**config.mk**
```make
export PLATFORM = sky130hd
export DESIGN_NAME = thermistor_temperature_from_sum_unit
export DESIGN_NICKNAME = d
export VERILOG_FILES = /design/src/tfs_pkg.sv /design/src/thermistor_temperature_from_sum_unit.sv /design/src/tfs_div.sv /design/src/tfs_sqrt.sv /design/src/tfs_dp.sv /design/src/tfs_ctrl.sv
export VERILOG_INCLUDE_DIRS = /design/src /design/src/src
export SDC_FILE = /design/constraint.sdc
export NUM_CORES = 2
export LEC_CHECK = 0
export BUFFER_PORTS_ARGS = -buffer_cell sky130_fd_sc_hd__buf_2
export CAP_MARGIN = 20
export CORE_MARGIN = 2
export CORE_UTILIZATION = 55
export CTS_BUF_LIST = sky130_fd_sc_hd__clkbuf_8
export DETAILED_ROUTE_END_ITERATION = 12
export HOLD_SLACK_MARGIN = 0.02
export PLACE_DENSITY = 0.78
export SYNTH_ARGS = -nofsm -noshare
export SYNTH_HDL_FRONTEND = slang
export SYNTH_SLANG_ARGS = --single-unit
```
**constraint.sdc**
```tcl
create_clock -name clk -period 9.8 [get_ports clk]
set_input_delay 2.45 -clock clk [delete_from_list [all_inputs] [get_ports clk]]
set_output_delay 2.45 -clock clk [all_outputs]
set_load 0.005 [all_outputs]
```
**src/thermistor_temperature_from_sum_unit_macros.svh**
```systemverilog
// Assertion macros for the controller of the thermistor temperature unit.
`ifndef THERMISTOR_TEMPERATURE_FROM_SUM_UNIT_MACROS_SVH
`define THERMISTOR_TEMPERATURE_FROM_SUM_UNIT_MACROS_SVH
// Check that a condition holds in the same cycle as its trigger.
`define TFS_ASSERT_SAME(lbl, trig, cond) \
    lbl: assert property (@(posedge clk) disable iff (!rst_n) (trig) |-> (cond)) \
        else $error("tfs assertion failed");
// Check that a condition holds in the cycle after its trigger.
`define TFS_ASSERT_NEXT(lbl, trig, cond) \
    lbl: assert property (@(posedge clk) disable iff (!rst_n) (trig) |=> (cond)) \
        else $error("tfs assertion failed");
`endif

```
**src/tfs_pkg.sv**
```systemverilog
// Package: constants and controller/datapath interface types for the unit.
package tfs_pkg;
    localparam int LOG_READINGS_DEF = 7;
    localparam int BETA_W = 14;
    localparam logic [BETA_W-1:0] BETA_RESET = 14'd3950;
    localparam logic [63:0] RATIO_LOW = 64'd357913942;
    localparam logic [63:0] RATIO_HIGH = 64'd1789569706;
    localparam logic [30:0] RATIO_ONE = 31'd1073741824;
    localparam logic [40:0] INV_T0_SCALED = 41'd7202695;
    localparam logic [53:0] KELVIN_OFFSET_MILLI = 54'd273150;
    localparam logic [63:0] T_DIVIDEND = 64'd1000 << 31;
    localparam logic [79:0] RATIO_DIVISOR = 80'd3125;
    // Fraction bits of the reciprocal that scales the sum to the ratio
    localparam int RECIP_SHIFT = 39;

    // Divider operand selections
    localparam logic [1:0] DIV_Q1 = 2'd0;
    localparam logic [1:0] DIV_Q = 2'd1;
    localparam logic [1:0] DIV_T = 2'd2;

    typedef struct packed {
        logic       load;
        logic       mul_lo;
        logic       mul_hi;
        logic       div_start;
        logic [1:0] div_sel;
        logic       sqrt_start;
        logic       cap_ratio;
        logic       cap_q1;
        logic       cap_q;
        logic       cap_t;
        logic       set_fail;
        logic       out_load;
    } tfs_cmd_t;

    typedef struct packed {
        logic div_busy;
        logic div_done;
        logic sqrt_done;
        logic in_win;
        logic d_zero;
    } tfs_sts_t;
endpackage

```
**src/thermistor_temperature_from_sum_unit.sv**
```systemverilog
// Top level of the beta-thermistor temperature unit.
// Converts a batch sum of resistance readings (0.1 ohm units) into a temperature in
// milli-degrees C. One item is in work at a time: an in-range item passes a reciprocal
// multiply of the sum in low and high halves, a 16-step square root and three 64-step
// divisions on the shared one-bit-per-cycle divider before its result reaches the output
// register; an out-of-range item goes there straight from the range check, and an item
// with a zero final divisor skips the last division. The next item is accepted as soon
// as the previous result sits in the output register; while an unread result waits
// there, a finished item holds and the input stalls.
module thermistor_temperature_from_sum_unit
    import tfs_pkg::*;
#(
    parameter int LOG_READINGS = LOG_READINGS_DEF
)
(
    input  logic              clk,
    input  logic              rst_n,
    input  logic              s_tvalid,
    output logic              s_tready,
    input  logic [31:0]       s_tdata,   // [26:0] sum_readings
    output logic              m_tvalid,
    input  logic              m_tready,
    output logic [31:0]       m_tdata,   // [31:0] milli_degrees_c
    output logic [0:0]        m_tuser,   // [0] out_of_range
    input  logic              cfg_we,
    input  logic [BETA_W-1:0] cfg_wdata
);
    tfs_cmd_t cmd;
    tfs_sts_t sts;
    logic     oor;

    tfs_ctrl u_ctrl
    (
        .clk       (clk),
        .rst_n     (rst_n),
        .in_valid  (s_tvalid),
        .in_ready  (s_tready),
        .out_valid (m_tvalid),
        .out_ready (m_tready),
        .sts       (sts),
        .cmd       (cmd)
    );

    tfs_dp #(.LOG_READINGS(LOG_READINGS)) u_dp
    (
        .clk       (clk),
        .rst_n     (rst_n),
        .cmd       (cmd),
        .sts       (sts),
        .sum_in    (s_tdata[26:0]),
        .cfg_we    (cfg_we),
        .cfg_wdata (cfg_wdata),
        .temp_out  (m_tdata),
        .oor_out   (oor)
    );

    assign m_tuser = oor;
endmodule

```
**src/tfs_div.sv**
```systemverilog
// Shared restoring divider: 64-bit dividend, 40-bit divisor, one bit per cycle.
module tfs_div
    import tfs_pkg::*;
(
    input  logic        clk,
    input  logic        rst_n,
    input  logic        start,
    input  logic [63:0] dividend,
    input  logic [39:0] divisor,
    output logic        busy,
    output logic        done,
    output logic [63:0] quotient
);
    logic [40:0] rem_reg, rem_next;
    logic [63:0] quo_reg, quo_next;
    logic [39:0] dvs_reg, dvs_next;
    logic [5:0]  cnt_reg, cnt_next;
    logic        busy_reg, busy_next;
    logic        done_reg, done_next;
    logic [40:0] rem_sh;

    // One shift-and-subtract step
    always_comb
    begin
        rem_sh = {rem_reg[39:0], quo_reg[63]};
        rem_next = rem_reg;
        quo_next = quo_reg;
        dvs_next = dvs_reg;
        cnt_next = cnt_reg;
        busy_next = busy_reg;
        done_next = 1'b0;
        if (start)
        begin
            rem_next = '0;
            quo_next = dividend;
            dvs_next = divisor;
            cnt_next = '0;
            busy_next = 1'b1;
        end
        else if (busy_reg)
        begin
            if (rem_sh >= {1'b0, dvs_reg})
            begin
                rem_next = rem_sh - {1'b0, dvs_reg};
                quo_next = {quo_reg[62:0], 1'b1};
            end
            else
            begin
                rem_next = rem_sh;
                quo_next = {quo_reg[62:0], 1'b0};
            end
            cnt_next = cnt_reg + 6'd1;
            if (cnt_reg == 6'd63)
            begin
                busy_next = 1'b0;
                done_next = 1'b1;
            end
        end
    end

    always_ff @(posedge clk or negedge rst_n)
    begin
        if (!rst_n)
        begin
            busy_reg <= 1'b0;
            done_reg <= 1'b0;
            cnt_reg <= '0;
        end
        else
        begin
            busy_reg <= busy_next;
            done_reg <= done_next;
            cnt_reg <= cnt_next;
        end
    end

    always_ff @(posedge clk)
    begin
        rem_reg <= rem_next;
        quo_reg <= quo_next;
        dvs_reg <= dvs_next;
    end

    assign busy = busy_reg;
    assign done = done_reg;
    assign quotient = quo_reg;
endmodule

```
**src/tfs_sqrt.sv**
```systemverilog
// Floor integer square root of a 32-bit value, one result bit per cycle, 16 steps.
module tfs_sqrt
    import tfs_pkg::*;
(
    input  logic        clk,
    input  logic        rst_n,
    input  logic        start,
    input  logic [31:0] value,
    output logic        done,
    output logic [15:0] root
);
    logic [31:0] v_reg, v_next;
    logic [31:0] res_reg, res_next;
    logic [31:0] bit_reg, bit_next;
    logic [3:0]  cnt_reg, cnt_next;
    logic        busy_reg, busy_next;
    logic        done_reg, done_next;
    logic [32:0] trial;

    // Advance one bit pair of the root
    always_comb
    begin
        trial = {1'b0, res_reg} + {1'b0, bit_reg};
        v_next = v_reg;
        res_next = res_reg;
        bit_next = bit_reg;
        cnt_next = cnt_reg;
        busy_next = busy_reg;
        done_next = 1'b0;
        if (start)
        begin
            v_next = value;
            res_next = '0;
            bit_next = 32'h4000_0000;
            cnt_next = '0;
            busy_next = 1'b1;
        end
        else if (busy_reg)
        begin
            if ({1'b0, v_reg} >= trial)
            begin
                v_next = v_reg - trial[31:0];
                res_next = (res_reg >> 1) + bit_reg;
            end
            else
            begin
                res_next = res_reg >> 1;
            end
            bit_next = bit_reg >> 2;
            cnt_next = cnt_reg + 4'd1;
            if (cnt_reg == 4'd15)
            begin
                busy_next = 1'b0;
                done_next = 1'b1;
            end
        end
    end

    always_ff @(posedge clk or negedge rst_n)
    begin
        if (!rst_n)
        begin
            busy_reg <= 1'b0;
            done_reg <= 1'b0;
            cnt_reg <= '0;
        end
        else
        begin
            busy_reg <= busy_next;
            done_reg <= done_next;
            cnt_reg <= cnt_next;
        end
    end

    always_ff @(posedge clk)
    begin
        v_reg <= v_next;
        res_reg <= res_next;
        bit_reg <= bit_next;
    end

    assign done = done_reg;
    assign root = res_reg[15:0];
endmodule

```
**src/tfs_dp.sv**
```systemverilog
// Datapath: operand registers, shared divider, square root and result register.
module tfs_dp
    import tfs_pkg::*;
#(
    parameter int LOG_READINGS = LOG_READINGS_DEF
)
(
    input  logic              clk,
    input  logic              rst_n,
    input  tfs_cmd_t          cmd,
    output tfs_sts_t          sts,
    input  logic [26:0]       sum_in,
    input  logic              cfg_we,
    input  logic [BETA_W-1:0] cfg_wdata,
    output logic [31:0]       temp_out,
    output logic              oor_out
);
    localparam int SHIFT = 25 - LOG_READINGS;
    // Rounded-up reciprocal of the ratio divisor; exact floor for any 27-bit sum
    localparam logic [79:0] RECIP_FULL =
        ((80'd1 << (RECIP_SHIFT + SHIFT)) + RATIO_DIVISOR - 80'd1) / RATIO_DIVISOR;
    localparam logic [53:0] RECIP = RECIP_FULL[53:0];

    logic [BETA_W-1:0] beta_reg;
    logic [26:0]       sum_reg;
    logic [53:0]       prod_lo_reg;
    logic [53:0]       prod_hi_reg;
    logic [30:0]       ratio_reg;
    logic              win_reg;
    logic [63:0]       q1_reg;
    logic              neg_reg;
    logic [40:0]       d_reg;
    logic [53:0]       t_reg;
    logic              fail_reg;
    logic [31:0]       temp_reg;
    logic              oor_reg;

    logic [63:0] div_a;
    logic [39:0] div_b;
    logic [63:0] quo;
    logic        div_busy, div_done;
    logic        sqrt_done;
    logic [15:0] root;

    logic [26:0] mul_b;
    logic [53:0] mul_p;
    logic [80:0] prod_full;
    logic [41:0] ratio_wide;
    logic        r_neg;
    logic [30:0] diff;
    logic [33:0] num_mag;
    logic [33:0] den;
    logic [39:0] q_s;
    logic        d_neg;
    logic [40:0] d_abs;
    logic [53:0] t_s;
    logic [31:0] t_sat;

    // Ratio by reciprocal multiply, one half of the reciprocal per cycle
    always_comb
    begin
        mul_b = cmd.mul_hi ? RECIP[53:27] : RECIP[26:0];
        mul_p = {27'd0, sum_reg} * {27'd0, mul_b};
        prod_full = {prod_hi_reg, 27'd0} + {27'd0, prod_lo_reg};
        ratio_wide = prod_full[RECIP_SHIFT +: 42];
    end

    // Numerator and denominator of the log approximation
    always_comb
    begin
        r_neg = ratio_reg < RATIO_ONE;
        diff = r_neg ? (RATIO_ONE - ratio_reg) : (ratio_reg - RATIO_ONE);
        num_mag = {1'b0, diff, 2'b00} + {2'b00, diff, 1'b0};
        den = {3'b000, ratio_reg} + {3'b000, RATIO_ONE} + {1'b0, root, 17'd0};
        d_neg = d_reg[40];
        d_abs = d_neg ? (41'd0 - d_reg) : d_reg;
    end

    // Select divider operands
    always_comb
    begin
        unique case (cmd.div_sel)
            DIV_Q1:
            begin
                div_a = {num_mag[32:0], 31'd0};
                div_b = {{(40-BETA_W){1'b0}}, beta_reg};
            end
            DIV_Q:
            begin
                div_a = q1_reg;
                div_b = {6'd0, den};
            end
            default:
            begin
                div_a = T_DIVIDEND;
                div_b = d_abs[39:0];
            end
        endcase
    end

    tfs_div u_div
    (
        .clk      (clk),
        .rst_n    (rst_n),
        .start    (cmd.div_start),
        .dividend (div_a),
        .divisor  (div_b),
        .busy     (div_busy),
        .done     (div_done),
        .quotient (quo)
    );

    tfs_sqrt u_sqrt
    (
        .clk   (clk),
        .rst_n (rst_n),
        .start (cmd.sqrt_start),
        .value ({1'b0, ratio_reg}),
        .done  (sqrt_done),
        .root  (root)
    );

    // Signed quotient, final temperature and saturation
    always_comb
    begin
        q_s = neg_reg ? (40'd0 - {1'b0, quo[38:0]}) : {1'b0, quo[38:0]};
        t_s = (d_neg ? (54'd0 - {2'b00, quo[51:0]}) : {2'b00, quo[51:0]})
            - KELVIN_OFFSET_MILLI;
        if ($signed(t_reg) > $signed(54'sh7FFF_FFFF))
            t_sat = 32'h7FFF_FFFF;
        else if ($signed(t_reg) < -$signed(54'sh8000_0000))
            t_sat = 32'h8000_0000;
        else
            t_sat = t_reg[31:0];
    end

    // Hold the beta register
    always_ff @(posedge clk or negedge rst_n)
    begin
        if (!rst_n)
            beta_reg <= BETA_RESET;
        else if (cfg_we)
            beta_reg <= cfg_wdata;
    end

    // Capture intermediate values on controller command
    always_ff @(posedge clk)
    begin
        if (cmd.load)
        begin
            sum_reg <= sum_in;
            fail_reg <= 1'b0;
        end
        if (cmd.mul_lo)
            prod_lo_reg <= mul_p;
        if (cmd.mul_hi)
            prod_hi_reg <= mul_p;
        if (cmd.cap_ratio)
        begin
            ratio_reg <= ratio_wide[30:0];
            win_reg <= ({22'd0, ratio_wide} >= RATIO_LOW)
                && ({22'd0, ratio_wide} <= RATIO_HIGH) && (beta_reg != '0);
        end
        if (cmd.cap_q1)
        begin
            q1_reg <= quo;
            neg_reg <= r_neg;
        end
        if (cmd.cap_q)
            d_reg <= INV_T0_SCALED + {q_s[39], q_s};
        if (cmd.cap_t)
            t_reg <= t_s;
        if (cmd.set_fail)
            fail_reg <= 1'b1;
        if (cmd.out_load)
        begin
            temp_reg <= fail_reg ? 32'd0 : t_sat;
            oor_reg <= fail_reg;
        end
    end

    assign sts.div_busy = div_busy;
    assign sts.div_done = div_done;
    assign sts.sqrt_done = sqrt_done;
    assign sts.in_win = win_reg;
    assign sts.d_zero = (d_reg == '0);
    assign temp_out = temp_reg;
    assign oor_out = oor_reg;
endmodule

```
**src/tfs_ctrl.sv**
```systemverilog
// Controller: sequences the conversion steps and owns the output handshake.
module tfs_ctrl
    import tfs_pkg::*;
(
    input  logic     clk,
    input  logic     rst_n,
    input  logic     in_valid,
    output logic     in_ready,
    output logic     out_valid,
    input  logic     out_ready,
    input  tfs_sts_t sts,
    output tfs_cmd_t cmd
);
    `include "thermistor_temperature_from_sum_unit_macros.svh"

    localparam logic [3:0] S_IDLE  = 4'd0;
    localparam logic [3:0] S_RATIO = 4'd1;
    localparam logic [3:0] S_RMUL  = 4'd2;
    localparam logic [3:0] S_RCAP  = 4'd3;
    localparam logic [3:0] S_CHECK = 4'd4;
    localparam logic [3:0] S_SQRT  = 4'd5;
    localparam logic [3:0] S_Q1    = 4'd6;
    localparam logic [3:0] S_QS    = 4'd7;
    localparam logic [3:0] S_Q     = 4'd8;
    localparam logic [3:0] S_D     = 4'd9;
    localparam logic [3:0] S_T     = 4'd10;
    localparam logic [3:0] S_OUT   = 4'd11;

    logic [3:0] state_reg, state_next;
    logic       ov_reg, ov_next;

    // Next state and commands
    always_comb
    begin
        cmd = '0;
        state_next = state_reg;
        unique case (state_reg)
            S_IDLE:
                if (in_valid)
                begin
                    cmd.load = 1'b1;
                    state_next = S_RATIO;
                end
            S_RATIO:
            begin
                cmd.mul_lo = 1'b1;
                state_next = S_RMUL;
            end
            S_RMUL:
            begin
                cmd.mul_hi = 1'b1;
                state_next = S_RCAP;
            end
            S_RCAP:
            begin
                cmd.cap_ratio = 1'b1;
                state_next = S_CHECK;
            end
            S_CHECK:
                if (!sts.in_win)
                begin
                    cmd.set_fail = 1'b1;
                    state_next = S_OUT;
                end
                else
                begin
                    cmd.sqrt_start = 1'b1;
                    state_next = S_SQRT;
                end
            S_SQRT:
            begin
                cmd.div_sel = DIV_Q1;
                if (sts.sqrt_done)
                begin
                    cmd.div_start = 1'b1;
                    state_next = S_Q1;
                end
            end
            S_Q1:
            begin
                cmd.div_sel = DIV_Q1;
                if (sts.div_done)
                begin
                    cmd.cap_q1 = 1'b1;
                    state_next = S_QS;
                end
            end
            S_QS:
            begin
                cmd.div_sel = DIV_Q;
                cmd.div_start = 1'b1;
                state_next = S_Q;
            end
            S_Q:
            begin
                cmd.div_sel = DIV_Q;
                if (sts.div_done)
                begin
                    cmd.cap_q = 1'b1;
                    state_next = S_D;
                end
            end
            S_D:
            begin
                cmd.div_sel = DIV_T;
                if (sts.d_zero)
                begin
                    cmd.set_fail = 1'b1;
                    state_next = S_OUT;
                end
                else
                begin
                    cmd.div_start = 1'b1;
                    state_next = S_T;
                end
            end
            S_T:
            begin
                cmd.div_sel = DIV_T;
                if (sts.div_done)
                begin
                    cmd.cap_t = 1'b1;
                    state_next = S_OUT;
                end
            end
            S_OUT:
                if (!ov_reg || out_ready)
                begin
                    cmd.out_load = 1'b1;
                    state_next = S_IDLE;
                end
            default:
                state_next = S_IDLE;
        endcase
    end

    // Output valid: set on load, drop when taken
    always_comb
    begin
        ov_next = ov_reg;
        if (cmd.out_load)
            ov_next = 1'b1;
        else if (out_ready)
            ov_next = 1'b0;
    end

    always_ff @(posedge clk or negedge rst_n)
    begin
        if (!rst_n)
        begin
            state_reg <= S_IDLE;
            ov_reg <= 1'b0;
        end
        else
        begin
            state_reg <= state_next;
            ov_reg <= ov_next;
        end
    end

    assign in_ready = (state_reg == S_IDLE);
    assign out_valid = ov_reg;

    `TFS_ASSERT_NEXT(a_accept_starts, in_valid && in_ready, state_reg == S_RATIO)
    `TFS_ASSERT_SAME(a_no_overwrite, cmd.out_load, !ov_reg || out_ready)
    `TFS_ASSERT_SAME(a_div_free, cmd.div_start, !sts.div_busy)
endmodule

```
* Word level (Yosys, flattened, before mapping)
Index checks and enable logic that the tools add are counted.
** Word-level totals
- Word-level logic and storage cells :: 156
- Output and inout bits :: 35
- Bits in registers :: 618
- Input port bits :: 51
** Cells by class
- Reductions and logical operators :: 18
- $lt $le $gt $ge :: 7
- $mul :: 1
- Add/sub/neg operators :: 17
- Equality and inequality tests :: 20
- Muxes and demuxes :: 64
** Operator list (number)
- $mux W31 :: 5
- $mux W64 :: 2
- $pmux W64 S2 :: 1
- $mux W40 :: 3
- $add A81 B54 Y81 :: 1
- $pmux W40 S2 :: 1
- $mux W32 :: 2
- $gt A54 B32 Y1 const B :: 1
- $lt A54 B32 Y1 const B :: 1
- $mul A27 B27 Y54 :: 1
- $mux W54 :: 1
- $sub A54 B19 Y54 const B :: 1
- $sub A1 B52 Y53 const A :: 1
- $pmux W4 S12 :: 1
- $ge A42 B29 Y1 const B :: 1
- $le A42 B31 Y1 const B :: 1
- $add A24 B40 Y41 const A :: 1
- $ge A41 B40 Y1 :: 1
- $logic_not A41 Y1 :: 1
- $sub A1 B39 Y40 const A :: 1
- $sub A1 B40 Y40 const A :: 1
- $sub A40 B40 Y40 :: 1
- $mux W4 :: 9
- $add A34 B33 Y34 :: 1
- 35 further kinds :: 87

* Depth between registers and ports, before layout
- Word-level depth :: 6
- Depth in mapped cells :: 34
- Mapped depth without buffers :: 31

* By module
From an unflattened synthesis, not the netlist that was laid out.
** Second synthesis, totals
- Cells, all modules :: 5757
- Area, all modules :: 55166.7 um2
** Modules (own cells, without submodules)
- tfs_dp :: times used 1, cells each 3993, sequential area each 10321.1 um2, area each 38760.9 um2
- tfs_div :: times used 1, cells each 839, sequential area each 4124.0 um2, area each 8639.5 um2
- tfs_sqrt :: times used 1, cells each 851, sequential area each 2072.0 um2, area each 7234.4 um2
- tfs_ctrl :: times used 1, cells each 74, sequential area each 125.1 um2, area each 531.8 um2

* Least setup slack after synthesis
OpenSTA, ideal clock, no wires.
- Path type :: register -> register
- From :: reg u_ctrl.state_reg[1]
- To :: reg u_dp.prod_hi_reg[53] (data pin)
- Stages on the path, launching flop included :: 32
- Required time :: 9.531 ns
- Arrival :: 9.574 ns
- Setup time :: 0.269 ns
- Setup slack :: -0.042 ns
- Cells stage by stage :: dfrtp_1 > clkbuf_1 > nor2b_1 > nand2_1 > inv_2 > clkbuf_1 > buf_1 > nand2_1 > fa_1 > inv_1 > fa_1 > inv_1 > fa_1 > fa_1 > inv_1 > fa_1 > fa_1 > inv_1 > fa_1 > inv_1 > ha_1 > a21o_1 > a21oi_1 > o21bai_1 > a31oi_1 > o21ai_0 > o31ai_1 > o21ai_0 > and2_1 > nor3_1 > o31ai_1 > xnor2_1
** Between the ends
- Longest elaborated chain between the ends :: 4
** Ends and longest elaborated chain
- start, declared :: RTL line tfs_ctrl.sv:29 : logic [3:0] state_reg, state_next;
- start signal, assigned :: RTL line tfs_ctrl.sv:156 : state_reg <= state_next;
- $eq A4 B2 Y1 :: RTL line tfs_ctrl.sv:37 : unique case (state_reg)
- $mux W1 :: RTL line tfs_ctrl.sv:37
- $mux W26 :: RTL line tfs_dp.sv:62 : mul_b = cmd.mul_hi ? RECIP[53:27] : RECIP[26:0];
- $mul A27 B27 Y54 :: RTL line tfs_dp.sv:63 : mul_p = {27'd0, sum_reg} * {27'd0, mul_b};
- via u_dp.mul_p[53] :: RTL line tfs_dp.sv:46 : logic [53:0] mul_p;
- end signal, assigned :: RTL line tfs_dp.sv:157 : prod_hi_reg <= mul_p;
- end, declared :: RTL line tfs_dp.sv:27 : logic [53:0] prod_hi_reg;
The timed path passes the listed nets, and every way through them passes these cells.
A chain may end at the register's enable or synchronous reset.

* Final worst setup path
- From :: reg u_ctrl.state_reg[0]
- To :: reg u_dp.prod_hi_reg[53] (data pin)
The elaborated chain is that of the path after synthesis.

==> out/qor.csv <==
metric;value;unit
path_buf_inv;6;
drc;0;
synth_area;53320;um^2
rsz0062_at_grt;false;
endpoint_kind;flip-flop;
die_h;315.4;um
fin_skew;0.03949;ns
tightestPinTransition;1.183;ns
grt_pass1_wl;218200;um
crit_type;reg2reg;
crit_slowest_cell;a2111oi_0;
postLayoutCellArea;56960;um^2
maxCapViolations;0;
synthFlopType;edfxtp_1;
synth.area.mux_share;0.01169;
multiInputGateArea;33200;um^2
routed_via_density;5.912;
routed-via-count;41260;
die_w;315.4;um
drive_gt1_frac;0.06753;
leakage;24.06;nW
critPathMaxStageDelay;0.66;ns
slew_violations;0;
synth-xor-area-share;0.08049;
synth_top_family_by_area;adder cells;
die_area;99460;um^2
synth_compound_area_frac;0.1442;
rrSetupSlack;0.57;ns
setup_viol;0;
seq_area;16690;um^2
setup_slack;0.5676;ns
timing.final.crit_period;9.232;ns
post-route-period-util;0.9421;
fmax;108.3;MHz
yosys.area_share.simple;0.1319;
antenna_found_initial;4;
reg2reg_to;u_dp.prod_hi_reg[53];
hold_path_class;reg2reg;
dp_hpwl;107600;um
clk-insertion-delay-late;0.78;ns
tns;0;ns
critPathCapture;u_dp.prod_hi_reg[53];
cts_root_buffer;clkbuf_8;
synth_cell_types;99;
yosysSeqAreaShare;0.3131;
finalPower;5.120;mW
power_density;89.88;nW/um^2
required;10.30;ns
finalHoldViolCount;0;
dp_cells;6788;
cts_buffers;104;
async_flop_share;0.05584;
grt_start_max_net_pins;87;
rr_startpoint;u_ctrl.state_reg[0];
syn2layout_area_growth;6.828;%
max_slew_margin;0.2039;
drtIter0Drc;3898;
start_util;0.5530;
numClockSinks;591;
htreeDepth;3;
critPathTopFamily;adder cells;
grt-ovfl-total;0;
synthAdderAreaFrac;0.2519;
syn_avg_cell_area;9.517;um^2
clk_pin_slew;0.06;ns
dp_slack;0.8192;ns
path_max_fanout;23;
synth-edff-count;468;
core;96420;um^2
fin_nets;6521;
drt-total-wl;139200;um
cts_buffer_depth;3;
ant_nets;0;
layout.cells.non_filler;6979;
firstDrtPassIters;7;
cts_tree;built;
ys_ff_latch;591;
gp_congestion;0.9891;
wl_per_cell;19.95;um
ys_warn_count;0;
post_dp_cell_area;54870;um^2
fillers;8168;
startpoint;u_ctrl.state_reg[0];
hold_buffers;0;
synthCells;5603;
portBuffers;80;
startpoint_type;flip-flop;
peakVddDrop;0.09456;mV
cp.depth;30;
cts_resized;0;
status;finished, final reports clean;
rows;114;
io_pins;86;
gr-usage-all-layers;0.2790;
cp.arrival;9.73;ns
rr_worst_depth;30;
post_cts_buffers;0;
grt_pass1_vias;40210;
## worst min path at each step
stage	start	end	slack [ns]	cells after the start
after global placement	u_dp.u_div.quotient[62]	u_dp.q1_reg[62]	0.43	0
after floorplan	u_dp.fail_reg	u_dp.oor_out	0.41	0
after detailed placement	u_dp.u_div.quotient[58]	u_dp.q1_reg[58]	0.44	0
after global routing	u_dp.u_div.quotient[60]	u_dp.q1_reg[60]	0.47	0
final	u_dp.u_div.quotient[59]	u_dp.q1_reg[59]	0.45	0
after CTS	u_dp.u_div.quotient[60]	u_dp.q1_reg[60]	0.45	0
## routing by layer
metal,track usage,wire length [um]
met1,0.3830,59270
met2,0.4428,63110
met3,0.04900,11380
met4,0.1066,5435
met5,0,13
## worst register-to-register path, delay by kind of cell, from the launching register on
kind	cells	cell delay (ns)
adder cells (fa/ha/maj)	8	3.40
AO/OA/AOI/OAI	9	2.46
AND/OR/NAND/NOR	6	1.75
buffers and inverters	6	0.65
flip-flops	1	0.55
XOR/XNOR	1	0.14
## cell usage in the layout, fill, tap and decap left out, types with 35 or more instances in the layout
cell type,instances
o31ai_1,48
nand2_1,502
nand3_1,103
a211oi_1,35
clkbuf_8,110
dfxtp_1,90
fa_1,367
mux2i_1,42
ha_1,484
nor4_1,37
xor2_1,231
o21ai_0,244
nor3_1,94
nor2_1,390
a21o_1,104
inv_1,725
o21bai_1,40
xnor2_1,259
buf_2,80
a31oi_1,61
buf_4,42
o21a_1,41
nand4_1,44
nor2b_1,43
nand2b_1,63
or3_1,39
edfxtp_1,468
a21oi_1,332
## cell usage after synthesis (all sizes together), types with 49 or more instances
cell type	instances	area (um^2)
a211oi	50	450.4
a21o	104	780.8
a21oi	332	1662
a31oi	61	381.6
clkbuf	180	676.9
dfxtp	90	1802
edfxtp	468	14050
fa	367	7347
ha	484	6056
inv	700	2628
nand2	503	1888
nand2b	65	414.1
nand3	104	520.5
nor2	391	1468
nor3	104	551.8
o21ai	267	1348
o31ai	49	367.9
xnor2	259	2268
xor2	231	2023
## power breakdown
group          total (mW)  switching (mW)  internal, mW
Clock                2.33            1.09          1.23
Combinational      0.0957          0.0550        0.0407
Sequential           2.70          0.0116          2.69
Total                5.12            1.16          3.96
## layout make-up
class	instances	area share
multi-input combinational	4096	0.5829
sequential	591	0.2931
inverter	702	0.04630
tap	1276	0.02803
clock buffer	110	0.02658
timing repair buffer	124	0.01311
clock inverter	78	0.009928
antenna	2	0.00008786
## kinds of logic after synthesis
family / Yosys count
xor+xnor: 490
buf+inv: 923
compound gates: 1193
flops: 591
mux: 60
fa+ha+maj: 854
simple gates: 1490
other cells: 2
## per-stage QoR
step / utilization / hold WS (ns)
2_1_floorplan: - / 0.4064
3_3_place_gp: 0.5688 / 0.4313
3_5_place_dp: 0.5690 / 0.4367
4_1_cts: 0.5906 / 0.4465
5_1_grt: 0.5907 / 0.4652
6_report: 0.5908 / 0.4502
No activity file was read; power rests on OpenSTA's default activity.
